`src/rtl/eadsr_pkg.sv`:
```
`timescale 1ns / 1ps
// ----------------------------------------------------------------------------
// eadsr_pkg
// Shared types and constants of the exponential ADSR envelope unit.
// ----------------------------------------------------------------------------
package eadsr_pkg;

	localparam int CFG_IDX_W  = 3;
	localparam int CFG_DATA_W = 24;
	localparam int OUT_LVL_W  = 24;
	localparam int MUL_W      = 32;
	localparam int LOG_FRAC   = 24;
	localparam int DVW        = 36;

	localparam logic [MUL_W-1:0] MULT_ONE = 32'h4000_0000;
	localparam logic [MUL_W-1:0] LN2_Q30  = 32'd744261118;

	localparam logic [CFG_IDX_W-1:0] REG_ATTACK_LEN  = 3'd0;
	localparam logic [CFG_IDX_W-1:0] REG_DECAY_LEN   = 3'd1;
	localparam logic [CFG_IDX_W-1:0] REG_RELEASE_LEN = 3'd2;
	localparam logic [CFG_IDX_W-1:0] REG_SUSTAIN_LVL = 3'd3;
	localparam logic [CFG_IDX_W-1:0] REG_MINIMUM_LVL = 3'd4;

	localparam logic OP_TICK  = 1'b0;
	localparam logic OP_ENTER = 1'b1;

	typedef enum logic [2:0] {
		STG_OFF     = 3'd0,
		STG_ATTACK  = 3'd1,
		STG_DECAY   = 3'd2,
		STG_SUSTAIN = 3'd3,
		STG_RELEASE = 3'd4
	} stage_t;

	typedef enum logic [3:0] {
		CS_IDLE,
		CS_ENTER,
		CS_LOGE_GO,
		CS_LOGE_WAIT,
		CS_LOGS_GO,
		CS_LOGS_WAIT,
		CS_SCALE_GO,
		CS_SCALE_WAIT,
		CS_DIV_GO,
		CS_DIV_WAIT,
		CS_STEP_GO,
		CS_STEP_WAIT,
		CS_RESULT
	} ctl_state_t;

	typedef enum logic [1:0] {
		LG_IDLE,
		LG_NORM,
		LG_SQ_GO,
		LG_SQ_WAIT
	} log_state_t;

	// handshake of a multi-cycle arithmetic unit
	typedef struct packed {
		logic start;
	} unit_req_t;

	typedef struct packed {
		logic busy;
		logic done;
	} unit_rsp_t;

endpackage

```
`src/rtl/eadsr_mul.sv`:
```
`timescale 1ns / 1ps
// ----------------------------------------------------------------------------
// eadsr_mul
// Bit-serial shift-add multiplier, one multiplier bit per cycle.
// ----------------------------------------------------------------------------
module eadsr_mul (
	input  logic clk,
	input  logic arst_n,
	input  eadsr_pkg::unit_req_t req,
	input  logic [eadsr_pkg::MUL_W-1:0] a,
	input  logic [eadsr_pkg::MUL_W-1:0] b,
	output eadsr_pkg::unit_rsp_t rsp,
	output logic [2*eadsr_pkg::MUL_W-1:0] prod
);
	import eadsr_pkg::*;

	localparam int CNT_W = $clog2(MUL_W);

	logic [MUL_W-1:0]   a_q;
	logic [MUL_W-1:0]   b_q;
	logic [2*MUL_W-1:0] acc_q;
	logic [CNT_W-1:0]   cnt_q;
	logic               busy_q;
	logic               done_q;
	logic [MUL_W:0]     sum;

	assign sum = {1'b0, acc_q[2*MUL_W-1:MUL_W]} + (b_q[0] ? {1'b0, a_q} : '0);

	always_ff @(posedge clk or negedge arst_n) begin
		if (!arst_n) begin
			busy_q <= 1'b0;
			done_q <= 1'b0;
			cnt_q  <= '0;
		end else begin
			done_q <= 1'b0;
			if (req.start) begin
				busy_q <= 1'b1;
				cnt_q  <= '0;
			end else if (busy_q) begin
				cnt_q <= cnt_q + 1'b1;
				if (cnt_q == CNT_W'(MUL_W - 1)) begin
					busy_q <= 1'b0;
					done_q <= 1'b1;
				end
			end
		end
	end

	always_ff @(posedge clk) begin
		if (req.start) begin
			a_q   <= a;
			b_q   <= b;
			acc_q <= '0;
		end else if (busy_q) begin
			acc_q <= {sum, acc_q[MUL_W-1:1]};
			b_q   <= {1'b0, b_q[MUL_W-1:1]};
		end
	end

	assign rsp.busy = busy_q;
	assign rsp.done = done_q;
	assign prod     = acc_q;

endmodule

```
`src/rtl/eadsr_div.sv`:
```
`timescale 1ns / 1ps
// ----------------------------------------------------------------------------
// eadsr_div
// Restoring divider, one quotient bit per cycle.
// ----------------------------------------------------------------------------
module eadsr_div #(
	parameter int LB = 24
) (
	input  logic clk,
	input  logic arst_n,
	input  eadsr_pkg::unit_req_t req,
	input  logic [eadsr_pkg::DVW-1:0] dividend,
	input  logic [LB-1:0] divisor,
	output eadsr_pkg::unit_rsp_t rsp,
	output logic [eadsr_pkg::DVW-1:0] quotient
);
	import eadsr_pkg::*;

	localparam int CNT_W = $clog2(DVW);

	logic [LB-1:0]    rem_q;
	logic [LB-1:0]    dvs_q;
	logic [DVW-1:0]   quo_q;
	logic [CNT_W-1:0] cnt_q;
	logic             busy_q;
	logic             done_q;
	logic [LB:0]      trial;
	logic [LB:0]      diff;
	logic             ge;

	assign trial = {rem_q, quo_q[DVW-1]};
	assign diff  = trial - {1'b0, dvs_q};
	assign ge    = trial >= {1'b0, dvs_q};

	always_ff @(posedge clk or negedge arst_n) begin
		if (!arst_n) begin
			busy_q <= 1'b0;
			done_q <= 1'b0;
			cnt_q  <= '0;
		end else begin
			done_q <= 1'b0;
			if (req.start) begin
				busy_q <= 1'b1;
				cnt_q  <= '0;
			end else if (busy_q) begin
				cnt_q <= cnt_q + 1'b1;
				if (cnt_q == CNT_W'(DVW - 1)) begin
					busy_q <= 1'b0;
					done_q <= 1'b1;
				end
			end
		end
	end

	// dividend bits leave at the top as quotient bits enter at the bottom
	always_ff @(posedge clk) begin
		if (req.start) begin
			rem_q <= '0;
			dvs_q <= divisor;
			quo_q <= dividend;
		end else if (busy_q) begin
			rem_q <= ge ? diff[LB-1:0] : trial[LB-1:0];
			quo_q <= {quo_q[DVW-2:0], ge};
		end
	end

	assign rsp.busy = busy_q;
	assign rsp.done = done_q;
	assign quotient = quo_q;

endmodule

```
`src/rtl/eadsr_log.sv`:
```
`timescale 1ns / 1ps
// ----------------------------------------------------------------------------
// eadsr_log
// log2 of a level in Q.24: serial normalise, then 24 squarings of the mantissa.
// ----------------------------------------------------------------------------
module eadsr_log #(
	parameter int LFB = 23
) (
	input  logic clk,
	input  logic arst_n,
	input  eadsr_pkg::unit_req_t req,
	input  logic [30:0] x,
	output eadsr_pkg::unit_rsp_t rsp,
	output logic signed [31:0] result
);
	import eadsr_pkg::*;

	log_state_t state_q, state_d;

	logic [30:0]          m_q;
	logic [4:0]           p_q;
	logic [4:0]           iter_q;
	logic [LOG_FRAC-1:0]  frac_q;
	logic                 done_q;
	unit_req_t            mreq;
	unit_rsp_t            mrsp;
	logic [2*MUL_W-1:0]   mprod;
	logic [31:0]          m2;
	logic [7:0]           int_part;

	eadsr_mul u_sq (
		.clk   (clk),
		.arst_n(arst_n),
		.req   (mreq),
		.a     (MUL_W'(m_q)),
		.b     (MUL_W'(m_q)),
		.rsp   (mrsp),
		.prod  (mprod)
	);

	assign m2 = mprod[61:30];

	always_comb begin
		state_d = state_q;
		unique case (state_q)
			LG_IDLE:    if (req.start) state_d = LG_NORM;
			LG_NORM:    if (m_q[30] || p_q == '0) state_d = LG_SQ_GO;
			LG_SQ_GO:   state_d = LG_SQ_WAIT;
			LG_SQ_WAIT: begin
				if (mrsp.done) state_d = (iter_q == 5'(LOG_FRAC - 1)) ? LG_IDLE : LG_SQ_GO;
			end
			default:    state_d = LG_IDLE;
		endcase
	end

	always_comb begin
		mreq.start = (state_q == LG_SQ_GO);
		rsp.busy   = (state_q != LG_IDLE);
		rsp.done   = done_q;
	end

	always_ff @(posedge clk or negedge arst_n) begin
		if (!arst_n) begin
			state_q <= LG_IDLE;
			done_q  <= 1'b0;
		end else begin
			state_q <= state_d;
			done_q  <= (state_q == LG_SQ_WAIT) && mrsp.done && (iter_q == 5'(LOG_FRAC - 1));
		end
	end

	always_ff @(posedge clk) begin
		unique case (state_q)
			LG_IDLE: begin
				if (req.start) begin
					m_q    <= x;
					p_q    <= 5'd30;
					iter_q <= '0;
					frac_q <= '0;
				end
			end
			LG_NORM: begin
				if (!m_q[30] && p_q != '0) begin
					m_q <= {m_q[29:0], 1'b0};
					p_q <= p_q - 1'b1;
				end
			end
			LG_SQ_WAIT: begin
				if (mrsp.done) begin
					m_q    <= m2[31] ? m2[31:1] : m2[30:0];
					frac_q <= {frac_q[LOG_FRAC-2:0], m2[31]};
					iter_q <= iter_q + 1'b1;
				end
			end
			default: ;
		endcase
	end

	assign int_part = 8'(p_q) - 8'(LFB);
	assign result   = $signed({int_part, frac_q});

endmodule

```
`src/rtl/exponential_adsr_envelope_unit.sv`:
```
`timescale 1ns / 1ps
// ----------------------------------------------------------------------------
// exponential_adsr_envelope_unit
// Exponential ADSR envelope with serial multiplier, logarithm and divider.
// ----------------------------------------------------------------------------
// One item is handled at a time. A sample tick in a timed stage runs the
// bit-serial multiply of level by step factor; ticks in off or sustain,
// unknown stage codes and entry commands to off or sustain skip it. Entering
// attack, decay or release (by command or when a stage ends) runs two
// logarithms, each a serial normalise plus 24 squarings, then a scaling
// multiply and a division; an entry that came from a tick is then followed
// by the tick multiply. A zero length or zero level skips the logarithm,
// scaling and division work. The result sits in an output register until
// its transfer completes.
// ----------------------------------------------------------------------------
module exponential_adsr_envelope_unit #(
	parameter int LENGTH_BITS     = 24,
	parameter int LEVEL_FRAC_BITS = 23
) (
	input  logic clk,
	input  logic arst_n,
	input  logic cfg_wen,
	input  logic [eadsr_pkg::CFG_IDX_W-1:0] cfg_idx,
	input  logic [eadsr_pkg::CFG_DATA_W-1:0] cfg_wdata,
	input  logic in_valid,
	output logic in_ready,
	input  logic opcode,
	input  logic [2:0] target_stage,
	output logic out_valid,
	input  logic out_ready,
	output logic [eadsr_pkg::OUT_LVL_W-1:0] level,
	output logic [2:0] stage
);
	import eadsr_pkg::*;

	localparam int LB = LENGTH_BITS;
	localparam int LW = LEVEL_FRAC_BITS + 1;
	localparam int CW = (LW > CFG_DATA_W) ? LW : CFG_DATA_W;
	localparam logic [LW-1:0] ONE_L = {1'b1, {LEVEL_FRAC_BITS{1'b0}}};

	ctl_state_t state_q, state_d;

	logic [CFG_DATA_W-1:0] attack_q, decay_q, release_q, sustain_q, minimum_q;

	stage_t          stage_q;
	stage_t          es_q;
	logic            tick_q;
	logic [LB-1:0]   count_q;
	logic [LB-1:0]   end_q;
	logic [LW-1:0]   level_q;
	logic [MUL_W-1:0] mult_q;
	logic [LW-1:0]   lstart_q, lend_q;
	logic signed [31:0] loge_q;
	logic [MUL_W-1:0] mag_q;
	logic            neg_q;
	logic            out_valid_q;
	logic [OUT_LVL_W-1:0] level_out_q;
	logic [2:0]      stage_out_q;

	logic            accept;
	logic            timed;
	stage_t          next_stg;
	logic [LW-1:0]   mn, su;
	logic [LB-1:0]   ent_len;
	logic [LW-1:0]   ent_level, ent_lstart, ent_lend;
	logic            need_log;
	logic signed [31:0] d;
	logic            out_free;

	unit_req_t       mreq, lreq, dreq;
	unit_rsp_t       mrsp, lrsp, drsp;
	logic [MUL_W-1:0] ma, mb;
	logic [2*MUL_W-1:0] mprod;
	logic [30:0]     lx;
	logic signed [31:0] lres;
	logic [DVW-1:0]  quo;
	logic [MUL_W:0]  psum;
	logic [MUL_W-1:0] mult_new;
	logic [33:0]     lv;

	function automatic logic [LW-1:0] clamp_cfg(input logic [CFG_DATA_W-1:0] v);
		logic [LW-1:0] r;
		r = (CW'(v) > CW'(ONE_L)) ? ONE_L : LW'(v);
		return r;
	endfunction

	eadsr_mul u_mul (
		.clk(clk), .arst_n(arst_n), .req(mreq), .a(ma), .b(mb), .rsp(mrsp), .prod(mprod)
	);

	eadsr_log #(.LFB(LEVEL_FRAC_BITS)) u_log (
		.clk(clk), .arst_n(arst_n), .req(lreq), .x(lx), .rsp(lrsp), .result(lres)
	);

	eadsr_div #(.LB(LB)) u_div (
		.clk(clk), .arst_n(arst_n), .req(dreq),
		.dividend(mprod[LOG_FRAC+DVW-1:LOG_FRAC]), .divisor(end_q),
		.rsp(drsp), .quotient(quo)
	);

	// configuration registers
	always_ff @(posedge clk or negedge arst_n) begin
		if (!arst_n) begin
			attack_q  <= 24'd480;
			decay_q   <= 24'd24000;
			release_q <= 24'd48000;
			sustain_q <= 24'd838861;
			minimum_q <= 24'd839;
		end else if (cfg_wen) begin
			unique case (cfg_idx)
				REG_ATTACK_LEN:  attack_q  <= cfg_wdata;
				REG_DECAY_LEN:   decay_q   <= cfg_wdata;
				REG_RELEASE_LEN: release_q <= cfg_wdata;
				REG_SUSTAIN_LVL: sustain_q <= cfg_wdata;
				REG_MINIMUM_LVL: minimum_q <= cfg_wdata;
				default: ;
			endcase
		end
	end

	assign accept   = in_valid && in_ready;
	assign timed    = (stage_q == STG_ATTACK) || (stage_q == STG_DECAY) ||
	                  (stage_q == STG_RELEASE);
	assign out_free = !out_valid_q || out_ready;
	assign mn       = clamp_cfg(minimum_q);
	assign su       = clamp_cfg(sustain_q);

	always_comb begin
		unique case (stage_q)
			STG_ATTACK:  next_stg = STG_DECAY;
			STG_DECAY:   next_stg = STG_SUSTAIN;
			STG_RELEASE: next_stg = STG_OFF;
			default:     next_stg = STG_OFF;
		endcase
	end

	// values set on stage entry
	always_comb begin
		ent_len    = '0;
		ent_level  = level_q;
		ent_lstart = '0;
		ent_lend   = '0;
		unique case (es_q)
			STG_ATTACK: begin
				ent_len    = LB'(attack_q);
				ent_level  = mn;
				ent_lstart = mn;
				ent_lend   = ONE_L;
			end
			STG_DECAY: begin
				ent_len    = LB'(decay_q);
				ent_level  = ONE_L;
				ent_lstart = ONE_L;
				ent_lend   = (su > mn) ? su : mn;
			end
			STG_SUSTAIN: ent_level = su;
			STG_RELEASE: begin
				ent_len    = LB'(release_q);
				ent_lstart = level_q;
				ent_lend   = mn;
			end
			default: ent_level = '0;
		endcase
	end

	assign need_log = (ent_len != '0) && (ent_lstart != '0) && (ent_lend != '0);
	assign d        = loge_q - lres;

	// saturate 1.0 +/- quotient into the unsigned Q2.30 range
	assign psum = (MUL_W+1)'(MULT_ONE) + (MUL_W+1)'(quo);
	always_comb begin
		if (neg_q) begin
			mult_new = (quo > DVW'(MULT_ONE)) ? '0 : MUL_W'(DVW'(MULT_ONE) - quo);
		end else begin
			mult_new = ((DVW+1)'(psum) > (DVW+1)'({MUL_W{1'b1}})) || (DVW > MUL_W &&
			           quo[DVW-1:MUL_W] != '0) ? {MUL_W{1'b1}} : psum[MUL_W-1:0];
		end
	end

	assign lv = mprod[63:30];

	// next state
	always_comb begin
		state_d = state_q;
		unique case (state_q)
			CS_IDLE: begin
				if (accept) begin
					if (opcode == OP_ENTER) begin
						state_d = (target_stage <= 3'(STG_RELEASE)) ? CS_ENTER : CS_RESULT;
					end else if (timed) begin
						state_d = (count_q == end_q) ? CS_ENTER : CS_STEP_GO;
					end else begin
						state_d = CS_RESULT;
					end
				end
			end
			CS_ENTER: begin
				if (need_log)    state_d = CS_LOGE_GO;
				else if (tick_q) state_d = CS_STEP_GO;
				else             state_d = CS_RESULT;
			end
			CS_LOGE_GO:    state_d = CS_LOGE_WAIT;
			CS_LOGE_WAIT:  if (lrsp.done) state_d = CS_LOGS_GO;
			CS_LOGS_GO:    state_d = CS_LOGS_WAIT;
			CS_LOGS_WAIT:  if (lrsp.done) state_d = CS_SCALE_GO;
			CS_SCALE_GO:   state_d = CS_SCALE_WAIT;
			CS_SCALE_WAIT: if (mrsp.done) state_d = CS_DIV_GO;
			CS_DIV_GO:     state_d = CS_DIV_WAIT;
			CS_DIV_WAIT: begin
				if (drsp.done) state_d = tick_q ? CS_STEP_GO : CS_RESULT;
			end
			CS_STEP_GO:    state_d = CS_STEP_WAIT;
			CS_STEP_WAIT:  if (mrsp.done) state_d = CS_RESULT;
			CS_RESULT:     if (out_free) state_d = CS_IDLE;
			default:       state_d = CS_IDLE;
		endcase
	end

	// outputs of the sequencer
	always_comb begin
		in_ready   = (state_q == CS_IDLE);
		lreq.start = (state_q == CS_LOGE_GO) || (state_q == CS_LOGS_GO);
		lx         = 31'((state_q == CS_LOGE_GO) ? lend_q : lstart_q);
		mreq.start = (state_q == CS_SCALE_GO) || (state_q == CS_STEP_GO);
		dreq.start = (state_q == CS_DIV_GO);
		if (state_q == CS_SCALE_GO) begin
			ma = mag_q;
			mb = LN2_Q30;
		end else begin
			ma = MUL_W'(level_q);
			mb = mult_q;
		end
	end

	always_ff @(posedge clk or negedge arst_n) begin
		if (!arst_n) begin
			state_q     <= CS_IDLE;
			stage_q     <= STG_OFF;
			count_q     <= '0;
			end_q       <= '0;
			level_q     <= '0;
			mult_q      <= MULT_ONE;
			out_valid_q <= 1'b0;
			es_q        <= STG_OFF;
			tick_q      <= 1'b0;
		end else begin
			state_q <= state_d;
			if (state_q == CS_RESULT && out_free) out_valid_q <= 1'b1;
			else if (out_ready)                   out_valid_q <= 1'b0;
			unique case (state_q)
				CS_IDLE: begin
					if (accept) begin
						tick_q <= (opcode == OP_TICK);
						es_q   <= (opcode == OP_ENTER) ? stage_t'(target_stage) : next_stg;
					end
				end
				CS_ENTER: begin
					stage_q <= es_q;
					count_q <= '0;
					end_q   <= ent_len;
					level_q <= ent_level;
					mult_q  <= MULT_ONE;
				end
				CS_DIV_WAIT: if (drsp.done) mult_q <= mult_new;
				CS_STEP_WAIT: begin
					if (mrsp.done) begin
						level_q <= (lv > 34'(ONE_L)) ? ONE_L : LW'(lv);
						count_q <= count_q + 1'b1;
					end
				end
				default: ;
			endcase
		end
	end

	// operand and result payload
	always_ff @(posedge clk) begin
		if (state_q == CS_ENTER) begin
			lstart_q <= ent_lstart;
			lend_q   <= ent_lend;
		end
		if (state_q == CS_LOGE_WAIT && lrsp.done) loge_q <= lres;
		if (state_q == CS_LOGS_WAIT && lrsp.done) begin
			neg_q <= d < 0;
			mag_q <= (d < 0) ? MUL_W'(-d) : MUL_W'(d);
		end
		if (state_q == CS_RESULT && out_free) begin
			level_out_q <= OUT_LVL_W'(CW'(level_q));
			stage_out_q <= stage_q;
		end
	end

	assign out_valid = out_valid_q;
	assign level     = level_out_q;
	assign stage     = stage_out_q;

`ifndef SYNTHESIS
	a_level_bound: assert property (@(posedge clk) disable iff (!arst_n)
		level_q <= ONE_L) else $error("envelope level above one");
	a_off_silent: assert property (@(posedge clk) disable iff (!arst_n)
		(stage_q == STG_OFF) |-> (level_q == '0)) else $error("level not zero in off");
	a_one_item: assert property (@(posedge clk) disable iff (!arst_n)
		(in_valid && in_ready) |=> !in_ready) else $error("second item taken while busy");
	a_result_load: assert property (@(posedge clk) disable iff (!arst_n)
		$rose(out_valid) |-> ($past(state_q) == CS_RESULT))
		else $error("result raised outside result state");
`endif

endmodule
```
`config.mk`:
```
export PLATFORM = sky130hd
export DESIGN_NAME = exponential_adsr_envelope_unit
export DESIGN_NICKNAME = d
export VERILOG_FILES = /design/src/rtl/eadsr_pkg.sv /design/src/rtl/eadsr_mul.sv /design/src/rtl/eadsr_div.sv /design/src/rtl/eadsr_log.sv /design/src/rtl/exponential_adsr_envelope_unit.sv
export SDC_FILE = /design/constraint.sdc
export NUM_CORES = 2
export LEC_CHECK = 0
export ABC_AREA = 1
export BUFFER_PORTS_ARGS = -buffer_cell sky130_fd_sc_hd__buf_2
export CORE_ASPECT_RATIO = 0.75
export CORE_UTILIZATION = 27
export CTS_CLUSTER_SIZE = 14
export DETAILED_ROUTE_END_ITERATION = 6
export HOLD_SLACK_MARGIN = 0.15
export PLACE_DENSITY = 0.44
export SLEW_MARGIN = 10
export SYNTH_ARGS = -nofsm -noshare
export SYNTH_HDL_FRONTEND = slang
export SYNTH_HIERARCHICAL = 1
export SYNTH_SLANG_ARGS = --single-unit
```
`constraint.sdc`:
```
create_clock -name clk -period 6 [get_ports clk]
set_input_delay 0.3 -clock clk [delete_from_list [all_inputs] [get_ports clk]]
set_output_delay 0.3 -clock clk [all_outputs]
set_load 0.005 [all_outputs]
```
* Yosys cells after proc, flatten, opt, wreduce, memory -nomap -nowiden
Cells that the tools add are included.
Word-level totals: register bits after elaboration 804, bits of input ports 36, word-level logic and storage cells 254
Cells by class: $add $sub $neg 14, magnitude comparators 9, equality and inequality tests 43, multiplexer cells 91, bitwise logic cells 1, reductions and logical operators 50
Operators with widths (number):
- $mux 32 | 9
- $mux 24 | 11
- $mux 31 | 7
- $pmux 24 s3 | 3
- $pmux 24 s2 | 3
- $pmux 24 s4 | 1
- $pmux 31 s3 | 1
- $mux 36 | 2
- $reduce_bool 24->1 | 3
- $add 32x33->33 | 2
- $pmux 32 s2 | 1
- $pmux 4 s13 | 1
- $gt 24x24->1 const B | 2
- $mux 4 | 12
- $mux 5 | 8
- $gt 36x31->1 const B | 1
- $gt 34x24->1 const B | 1
- $add 31x33->33 const A | 1
- $gt 33x32->1 const B | 1
- $lt 32x1->1 const B | 1
- $neg 32->32 | 1
- $sub 31x32->32 const A | 1
- $sub 32x32->32 | 1
- $ge 25x24->1 | 1
- other kinds (45) | 133

* Depth between registers and ports, before layout
word-level depth 9, depth in mapped cells 33, depth with buffers taken out 31

* By module
The synthesis kept the hierarchy.
By module, submodules not included:
- exponential_adsr_envelope_unit | instances 1, cells an instance 2509, area an instance 20776.2 µm², sequential area each 10154.7 µm²
- eadsr_mul (u_log.u_sq) | instances 1, cells an instance 1022, area an instance 7422.1 µm², sequential area each 3378.2 µm²
- eadsr_mul (u_mul) | instances 1, cells an instance 998, area an instance 7297.0 µm², sequential area each 3378.2 µm²
- eadsr_div | instances 1, cells an instance 776, area an instance 5629.1 µm², sequential area each 2482.4 µm²
- eadsr_log | instances 1, cells an instance 376, area an instance 3449.6 µm², sequential area each 2026.9 µm²

* Worst setup path after synthesis
No wires, ideal clock.
path type register to register, from reg state_q[2] (netlist name), to reg u_mul.b_q[0], enable pin, arrival time 4.022 ns, data required time 5.591 ns, slack 1.569 ns, stages on the path, launching flop included 8, clock period less this slack 4.431 ns, cells stage by stage dfrtp_1 -> inv_1 -> nor2_1 -> inv_1 -> a21oi_1 -> nor2_2 -> inv_1 -> buf_1
RTL lines:
- end signal, assigned | RTL line eadsr_mul.sv:56 | b_q <= {1'b0, b_q[MUL_W-1:1]};
- end, declared | RTL line eadsr_mul.sv:20 | logic [MUL_W-1:0] b_q;

==> results.md <==
- Fin. max-slew vios: 0
- YS warnings: 6
- First-pass GRT wire length: 211 mm
- Post-CTS sizing: 0
- Fmax: 203 MHz
- Sequential share of power: 35.9%
- Worst-path maximum fanout: 15
- WP buf/inv: 2
- Dpl cells: between 7k and 8k
- Worst IR Drop VDD: 250 uV
- Residual DRC: 0
- Final nets: 5,774
- Synthesized cell area: 42,900 um^2
- IO buf count: 64
- CTS tree: done
- Largest net degree at the start of global routing: 156
- Hold_ws: 210 ps
- Crit start category: flip-flop
- Final WS setup: 1080 ps
- Share of cells above drive strength 1: 7.49%
- Global placement routability congestion: 0.889
- Leak pwr: between 20 and 25 nW
- Worst skew pair latency: about 710 ps
- Max-Slew Margin vs Limit: 26.1%
- Die Wd: roughly 460 um
- CTS buffer count: 86
- Max_cap viols: 0
- Slew at the pin closest to its max-slew limit: 1110 ps
- Cts hold-fix bufs: 38
- Nature of the critical path endpoint: flip-flop
- Initial antenna violation count: 2
- Tot GR Track Use: 17.1%
- WS Path Type: reg2reg
- DRT iter0 DRCs: 2,993
- Comb pwr share: 42.6%
- CP top delay family: simple AND/OR/NAND/NOR gates
- H-tree level count: 3
- Fill cells: 17.0k
- FP Rows: 126
- Clock share of power: 21.5%
- Area Growth Syn to Fin: 13.9%
- Initial core utilization: between 20% and 30%
- Place WS: approximately 1100 ps
- Crit path max-delay cell type: nand2_1
- Detailed-router iteration count before antenna repair: 6
- Post-DP HPWL: 101 mm
- Clk buf depth: 3
- Final Skew: 35.0 ps
- Via density: 4.58
- Endpoints failing hold: 0
- Die Ht: approximately 350 um
- Die ar.: 160,000 um^2
- Final setup viols: 0
- # Post-CTS Setup Buffers: 0
- Post-Layout Cell Count: 7,760
- Switching Fraction: a little over two fifths
- RSZ-0062 raised after global routing: no
- WL/cell: roughly 18 um
- Status: complete, no violations
- HP Class: in2reg
- Core area: around 160,000 um^2
- Cell Pwr Density: 517 nW/um^2
- Final worst path period share: 82.0%
- TNS Setup: 0 ps
- Commonest non-fill, non-tap cell in the layout: nand2_1
- Post-route ant nets: 0
- Clock transition at path regs: 60 ps
- Vias in the first global route: roughly 34k
- Most frequent cells in the layout: 1,792 x nand2_1, 783 x inv_1, 405 x nor2_1
- Finished layout cell area: just under 50,000 um^2
- Syn Inst Count: 5,507
- Io pins: 65
- Placed standard-cell area: about 46,000 um^2
- Final Critical Period: 4920 ps
- Arr. time, crit path: around 5500 ps
- Clock Sink Count: 752
- Total gr overflow: 0
- Avg Inst Size Synth: 7.79 um^2
- WL final: 138 mm
- DR vias: 35.5k
- Root Driver: clkbuf_16
- Int Power: 14.2 mW
- Switching power: 11.1 mW
- Worst Path Required: 6570 ps
- Max incr delay on CP: 480 ps
- CP dominant cell by count: nand2_1
per-layer routing:
layer  track usage (%)  vias up  routed length (um)
li1                  -    17900                   -
met1              26.7    16800               73200
met2              24.7      715               56300
met3              2.31      135                6350
met4              3.46        0                2340
met5                 0        -                   0
state kept, by name, summed over array words and instances (netlist names), 31 cells and up:
name and count:
u_log/u_sq/a_q 32, u_log/u_sq/prod 34, u_mul/a_q 32, u_log/m_q 31, u_div/quotient 36, loge_q 32, u_log/u_sq/b_q 32, mag_q 32
u_mul/b_q 32, u_mul/prod 40, mult_q 32
path summary, 6_finish.rpt:
kind                                  start       endpoint  slack (ps)  cells after the start
min in group asynchronous            arst_n      end_q[19]         220                      3
setup / recovery              minimum_q[21]     state_q[1]        1080                     29
max in group asynchronous            arst_n  minimum_q[11]        4740                      3
hold reg to reg            u_log/frac_q[23]     loge_q[23]         450                      0
setup reg to reg              minimum_q[21]     state_q[1]        1080                     29
hold / removal                       opcode     state_q[0]         210                      5
through the flow:
| step | utilization (%) | total power [mW] |
|---|---|---|
| after floorplan | - | 16.2 |
| after global placement | 28.9 | 19.9 |
| after detailed placement | 28.9 | 19.9 |
| after CTS | 31.0 | 25.5 |
| after global routing | 31.0 | 27.3 |
| final | 31.0 | 25.3 |
cell type report:
cell class,instances,area (um^2),share of cell area (%)
Antenna cell,1,2.50,0.00512
Multi-Input combinational cell,3757,18800,38.4
Inverter,826,3100,6.35
Sequential cell,752,20300,41.6
Tap cell,2112,2640,5.41
Timing Repair Buffer,152,1120,2.28
Clock inverter,37,354,0.725
Clock buffer,123,2520,5.15
worst min-delay path, delay by kind of cell:
| family | cells | cell delay (ps) |
|---|---|---|
| AOI/OAI and AO/OA | 3 | 350 |
| buffers and inverters | 2 | 220 |
power by group through the flow:
stage	combinational, mW	clock [mW]	sequential (mW)
floorplan	7.73	0	8.42
global route	12.3	5.79	9.26
finish	10.8	5.43	9.07
detailed placement	10.7	0	9.15
global placement	10.7	0	9.16
CTS	10.8	5.62	9.08
No activity file was read; power rests on OpenSTA's default activity.
